`src/spjq_pkg.sv`:
```
// Shared types and constants for the sorted priority job queue.
// Used by spjq_cell and sorted_priority_job_queue; depends on nothing.
`timescale 1ns / 1ps

package spjq_pkg;

   localparam int QUEUE_DEPTH_DEFAULT = 32;

   localparam int PRIO_W      = 4;
   localparam int PAY_LOW_W   = 64;
   localparam int PAY_HIGH_W  = 40;
   localparam int STATUS_W    = 2;
   localparam int JOB_W       = PRIO_W + PAY_LOW_W + PAY_HIGH_W;
   localparam int TDATA_W     = ((JOB_W + 7) / 8) * 8;

   localparam logic [PRIO_W-1:0] TOP_PRIORITY = PRIO_W'(9);

   localparam logic OP_INSERT = 1'b0;
   localparam logic OP_DUMP   = 1'b1;

   localparam logic [STATUS_W-1:0] ST_INSERTED = 2'd0;
   localparam logic [STATUS_W-1:0] ST_FULL     = 2'd1;
   localparam logic [STATUS_W-1:0] ST_DUMPED   = 2'd2;
   localparam logic [STATUS_W-1:0] ST_EMPTY    = 2'd3;

   typedef struct packed {
      logic [PAY_HIGH_W-1:0] pay_high;
      logic [PAY_LOW_W-1:0]  pay_low;
      logic [PRIO_W-1:0]     prio;
   } job_type;

   // Broadcast to every cell of the chain in each cycle.
   typedef struct packed {
      logic    insert;
      logic    dump_shift;
      job_type new_job;
   } cell_ctrl_type;

endpackage

```
`src/spjq_cell.sv`:
```
// One slot of the sorted chain: holds one job and trades it with its neighbors.
// Depends on spjq_pkg.
`timescale 1ns / 1ps

module spjq_cell (
   input  logic                   clock,
   input  spjq_pkg::cell_ctrl_type ctrl,
   input  logic                   occupied,
   input  logic                   ge_left,
   input  spjq_pkg::job_type      job_left,
   input  spjq_pkg::job_type      job_right,
   output spjq_pkg::job_type      job,
   output logic                   ge
);
   import spjq_pkg::*;

   job_type job_ff;
   job_type job_in;

   // The new job belongs at or before this slot once the slot is free or no
   // longer outranks it. Along a sorted chain this flag only turns on once.
   assign ge  = !(occupied && (job_ff.prio > ctrl.new_job.prio));
   assign job = job_ff;

   always_comb begin
      job_in = job_ff;
      if (ctrl.insert) begin
         if (ge_left) begin
            job_in = job_left;
         end else if (ge) begin
            job_in = ctrl.new_job;
         end
      end else if (ctrl.dump_shift) begin
         job_in = job_right;
      end
   end

   always_ff @(posedge clock) begin
      job_ff <= job_in;
   end

endmodule

```
`config.mk`:
```
export PLATFORM = sky130hd
export DESIGN_NAME = spjq_cell
export DESIGN_NICKNAME = d
export VERILOG_FILES = /design/src/spjq_pkg.sv /design/src/spjq_cell.sv
export SDC_FILE = /design/constraint.sdc
export NUM_CORES = 1
export LEC_CHECK = 0
export BUFFER_PORTS_ARGS = -buffer_cell sky130_fd_sc_hd__buf_2
export CORE_AREA = 2 2 171 173
export CTS_CLUSTER_DIAMETER = 100
export DETAILED_ROUTE_END_ITERATION = 8
export DIE_AREA = 0 0 173 175
export HOLD_SLACK_MARGIN = 0.1
export PLACE_DENSITY_LB_ADDON = 0.2
export SYNTH_ARGS = -nofsm -noshare
export SYNTH_HDL_FRONTEND = slang
export SYNTH_SLANG_ARGS = --single-unit
```
`constraint.sdc`:
```
create_clock -name clock -period 9.9 [get_ports clock]
set_clock_uncertainty 0.2 [all_clocks]
set_input_delay 0.495 -clock clock [delete_from_list [all_inputs] [get_ports clock]]
set_output_delay 0.495 -clock clock [all_outputs]
set_load 0.1 [all_outputs]
```
### After elaboration in Yosys (flattened, before gate mapping)

Index checks and enable logic that the tools add are counted.

| storage, ports and cells | value |
|---|---|
| flip-flop bits (word level) | 108 |
| bits of input ports | 329 |

| cells by class | value |
|---|---|
| $lt $le $gt $ge | 1 |
| equality and inequality tests | 1 |
| multiplexer cells | 4 |
| reduce and logical (&&, ||, !) cells | 4 |

Operator list:

| operator | number |
|---|---|
| two-way mux 108 bit | 4 |
| > comparator 4 bit | 1 |
| != test 3 bit, second input constant | 1 |
| AND reduction 2 bit | 1 |
| nonzero test 2 bit | 1 |
| logical AND 1 bit | 1 |
| logical NOT 1 bit | 1 |

### Longest topological paths before layout

| logic depth | value |
|---|---|
| word-level depth | 5 |
| gate-level depth with buffers | 6 |
| depth with buffers taken out | 6 |

### Worst setup path after synthesis

No wires, ideal clock.

| path | value |
|---|---|
| path kind | reg2reg |
| start | reg job_ff (netlist bit job[0]) |
| end | reg job_ff (netlist bit job[0]), enable pin |
| library setup time | 0.610 ns |
| arrival | 6.867 ns |
| setup slack | 2.223 ns |
| cell stages (with the launch flop) | 6 |
| buffers on the path | 0 |
| cells stage by stage | edfxtp_1 > inv_1 > ha_1 > nand4_1 > and4b_1 > a21oi_1 |

| between the ends | value |
|---|---|
| word-level cells in the longest chain between the ends | 4 |

Ends and longest elaborated chain:

| element | RTL line | source |
|---|---|---|
| start: declaration | spjq_cell.sv:17 | `job_type job_ff;` |
| start signal: assignment | spjq_cell.sv:39 | `job_ff <= job_in;` |
| > comparator 4 bit | spjq_cell.sv:22 | `assign ge = !(occupied && (job_ff.prio > ctrl.new_job.prio));` |
| logical AND 1 bit | spjq_cell.sv:22 |  |
| != test 3 bit (no line) | - |  |
| AND reduction 2 bit (no line) | - |  |

Every way passes these cells.
A chain may end at the register's enable or synchronous reset.

### Final worst setup path

| path | value |
|---|---|
| start | reg job_ff (netlist bit job[3]) |
| end | reg job_ff (netlist bit job[29]), enable pin |

Same word-level chain as after synthesis.

==> Implementation_results.wiki <==
{| class="wikitable"
! Metric !! Value
|-
| Synthesized Nets || around 820
|-
| Pre-CTS WS || 6.84 ns
|-
| Clock-pin transition on the worst setup and hold timing paths || 0.09 ns
|-
| Post-place instance area || 8120 um^2
|-
| Minimum hold slack || 0.251 ns
|-
| Maximum root-to-sink buffer count || 2
|-
| Shortest period the worst path allows || 2.73 ns
|-
| Worst min-delay path category || input pin to register
|-
| Worst Path Class, Setup || register to register
|-
| Number of non-filler instances in the completed layout || between 1000 and 1500
|-
| Number of cells after detailed placement || 1276
|-
| Required time of the critical path || 9.67 ns
|-
| Standard cell core area || between 20000 and 30000 um^2
|-
| Post-synthesis cell area || 5590 um^2
|-
| Routed Antenna Nets || 0
|-
| Setup Total Neg Slack || 0 ns
|-
| GRT Resource Usage Total || between 10% and 20%
|-
| Horizontal extent of the die || 173 um
|-
| Setup bufs post-CTS || 0
|-
| Post-DR wirelength/cell || 15.2 um
|-
| Critical Path Sink Type || register
|-
| Distinct cell type count of the synthesized netlist || 17
|-
| CTS Root Buffer Type || clkbuf_16
|-
| Routability-driven placement congestion ratio || roughly 0.79
|-
| Post-synthesis area per instance || 11.5 um^2
|-
| Hold violation total from the final report || 0
|-
| Ordered cell list for the critical path || ha_1 > nand4_1 > and4b_1 > a21oi_4 > buf_4
|-
| Proportion of synthesized chip area in sequential cells || 58.0%
|-
| # setup viols final || 0
|-
| Cell family with most CP delay || buffers and inverters
|-
| Deepest level of the CTS H-tree || 3
|-
| Cell count after synthesis || around 490
|-
| Via count of the routed design || 5178
|-
| Final clock period utilization by the worst path || 27.6%
|-
| Number of flip-flops under the largest register name || 108
|-
| Resize count post-CTS || 0
|-
| Share of final-layout standard cells stronger than drive strength 1 || between 50% and 60%
|-
| Total power density per cell area || 177 nW/um^2
|-
| Total power || 1.48 mW
|-
| Cell types with the largest area share after synthesis || edfxtp_1, mux2i_1, a21oi_1
|-
| Post-layout nets || 1236
|-
| Most common cell after layout, fill and taps aside || buf_2
|-
| RSZ-0062 raised after global routing || no
|-
| Top-area cell type share of the netlist area || 58.0%
|-
| Yosys warning total || 0
|-
| Achievable Freq || 366 MHz
|-
| Number of antenna violations at the first check in global routing || 1
|-
| Nature of the critical path startpoint || register
|-
| Max-Slew Margin vs Limit || 29.4%
|-
| Final wirelength || 19600 um
|-
| Number of global-route vias before repair || 5299
|-
| Most used cells in the layout excluding fill and tap cells || buf_2, a21oi_1, nor2_1
|-
| Finished layout cell area || 8390 um^2
|-
| Post-layout util || 29.6%
|-
| Startpoint of the worst setup timing path || job[3]
|-
| Number of primary I/O pins || roughly 440
|-
| Actual transition at the worst max-transition pin || approximately 1.1 ns
|-
| Worst path arrival time || approximately 2.5 ns
|-
| Number of filler cells placed in the layout || 3070
|-
| Std cell rows || 62
|-
| Final count of pins violating max slew || 0
|-
| Wire length of the first global-routing pass || 29400 um
|-
| Hold_buf cts || 0
|-
| Dominant cell type by area after synthesis || edfxtp_1
|-
| HPWL after DPL || 15300 um
|-
| Crit path largest cell delay || between 0.8 and 0.9 ns
|-
| Maximum number of pins on one net before global-route repair || 90
|-
| Post-detailed-route via-to-cell ratio || 4.00
|-
| # clock sinks || 108
|-
| Peak fanout along the critical path || 75
|-
| Count of routing violations after the opening detailed-route iteration || 133
|-
| Library cell contributing the largest single delay on the critical path || buf_4
|-
| GRT Residual Overflow || 0
|-
| Vertical extent of the die || 175 um
|-
| Setup WS post-layout || 7.17 ns
|-
| Number of violations of the max-capacitance limit || 0
|-
| Clock tree from TritonCTS || done
|-
| Iteration count of the initial detailed-routing pass || 4
|-
| Starting Density || around a fifth
|-
| Layout overhead on the synthesized area || 50.2%
|-
| TritonCTS buffer count || 9
|-
| Status || completed
|-
| Static leakage || 4.01 nW
|-
| Flop and latch count out of synthesis || between 100 and 150
|-
| Port Buffers || about 440
|-
| Worst Min Path Start || job_right[52]
|-
| Highest ir drop seen on vdd || between 0.08 and 0.09 mV
|-
| Source-to-sink clock delay at the later pin of the worst-skew pair || 0.35 ns
|-
| DRC violation count after routing || 0
|-
| Sum of buffers and inverters on the critical path || 1
|-
| Overall die area || 30300 um^2
|-
| Reg-to-reg critical path startpoint || job[3]
|}
-- cell type report --
type,count,area (um^2),share of cell area [%]
inverters,5,18.8,0.224
repair buffers,442,2240,26.7
well taps,384,480,5.72
clock buffers,9,225,2.68
multi-input cells,337,2140,25.5
clock inverters,7,50.0,0.596
diodes,1,2.50,0.0298
flip-flops and latches,108,3240,38.6
-- worst paths after layout --
path	end	slack [ns]	cells after the start
worst max-delay path	job[29]	7.17	5
worst min-delay path	job[52]	0.25	3
worst max register to register	job[29]	7.17	5
worst min register to register	job[79]	1.10	5
-- where the power goes --
part,switching [mW],total [mW],internal [mW]
registers,0.0115,0.573,0.561
logic,0.442,0.558,0.116
clock network,0.180,0.353,0.173
total,0.634,1.48,0.850
-- Yosys cell counts --
| cell type | count |
|---|---|
| mux2i_1 | 108 |
| nor2_1 | 109 |
| buf_1 | 3 |
| buf_4 | 11 |
| clkbuf_1 | 16 |
| buf_2 | 4 |
| o21ai_0 | 1 |
| and4b_1 | 1 |
| buf_6 | 1 |
| inv_1 | 5 |
| nand4_1 | 1 |
| ha_1 | 4 |
| nand2_1 | 1 |
| buf_8 | 1 |
| a21oi_1 | 111 |
| nand3_1 | 1 |
| edfxtp_1 | 108 |
-- worst register-to-register path: stages, from the launching register on --
cell and delay, ns:
edfxtp_1 0.40, ha_1 0.34, nand4_1 0.13, and4b_1 0.26, a21oi_4 0.15, buf_4 0.81
-- metal layers --
| layer | GRT usage (%) | routed length (um) |
|---|---|---|
| met4 | 4.45 | 350 |
| met3 | 3.66 | 1480 |
| met2 | 23.7 | 10500 |
| met1 | 13.4 | 7340 |
| met5 | 0 | 0 |
-- logic make-up (layout without fill, tap and decap cells) --
kind of cell / count (synthesis) / in the layout / synth area share (%)
and+or+nand+nor: 113 / 113 / 7.77
AOI/OAI and AO/OA: 112 / 112 / 10.0
muxes: 108 / 108 / 19.3
DFF: 108 / 108 / 58.0
buffers and inverters: 41 / 463 / 3.92
adders and majority gates: 4 / 4 / 0.896
other: 0 / 1 / 0
Power figures use the tool's default switching activity.
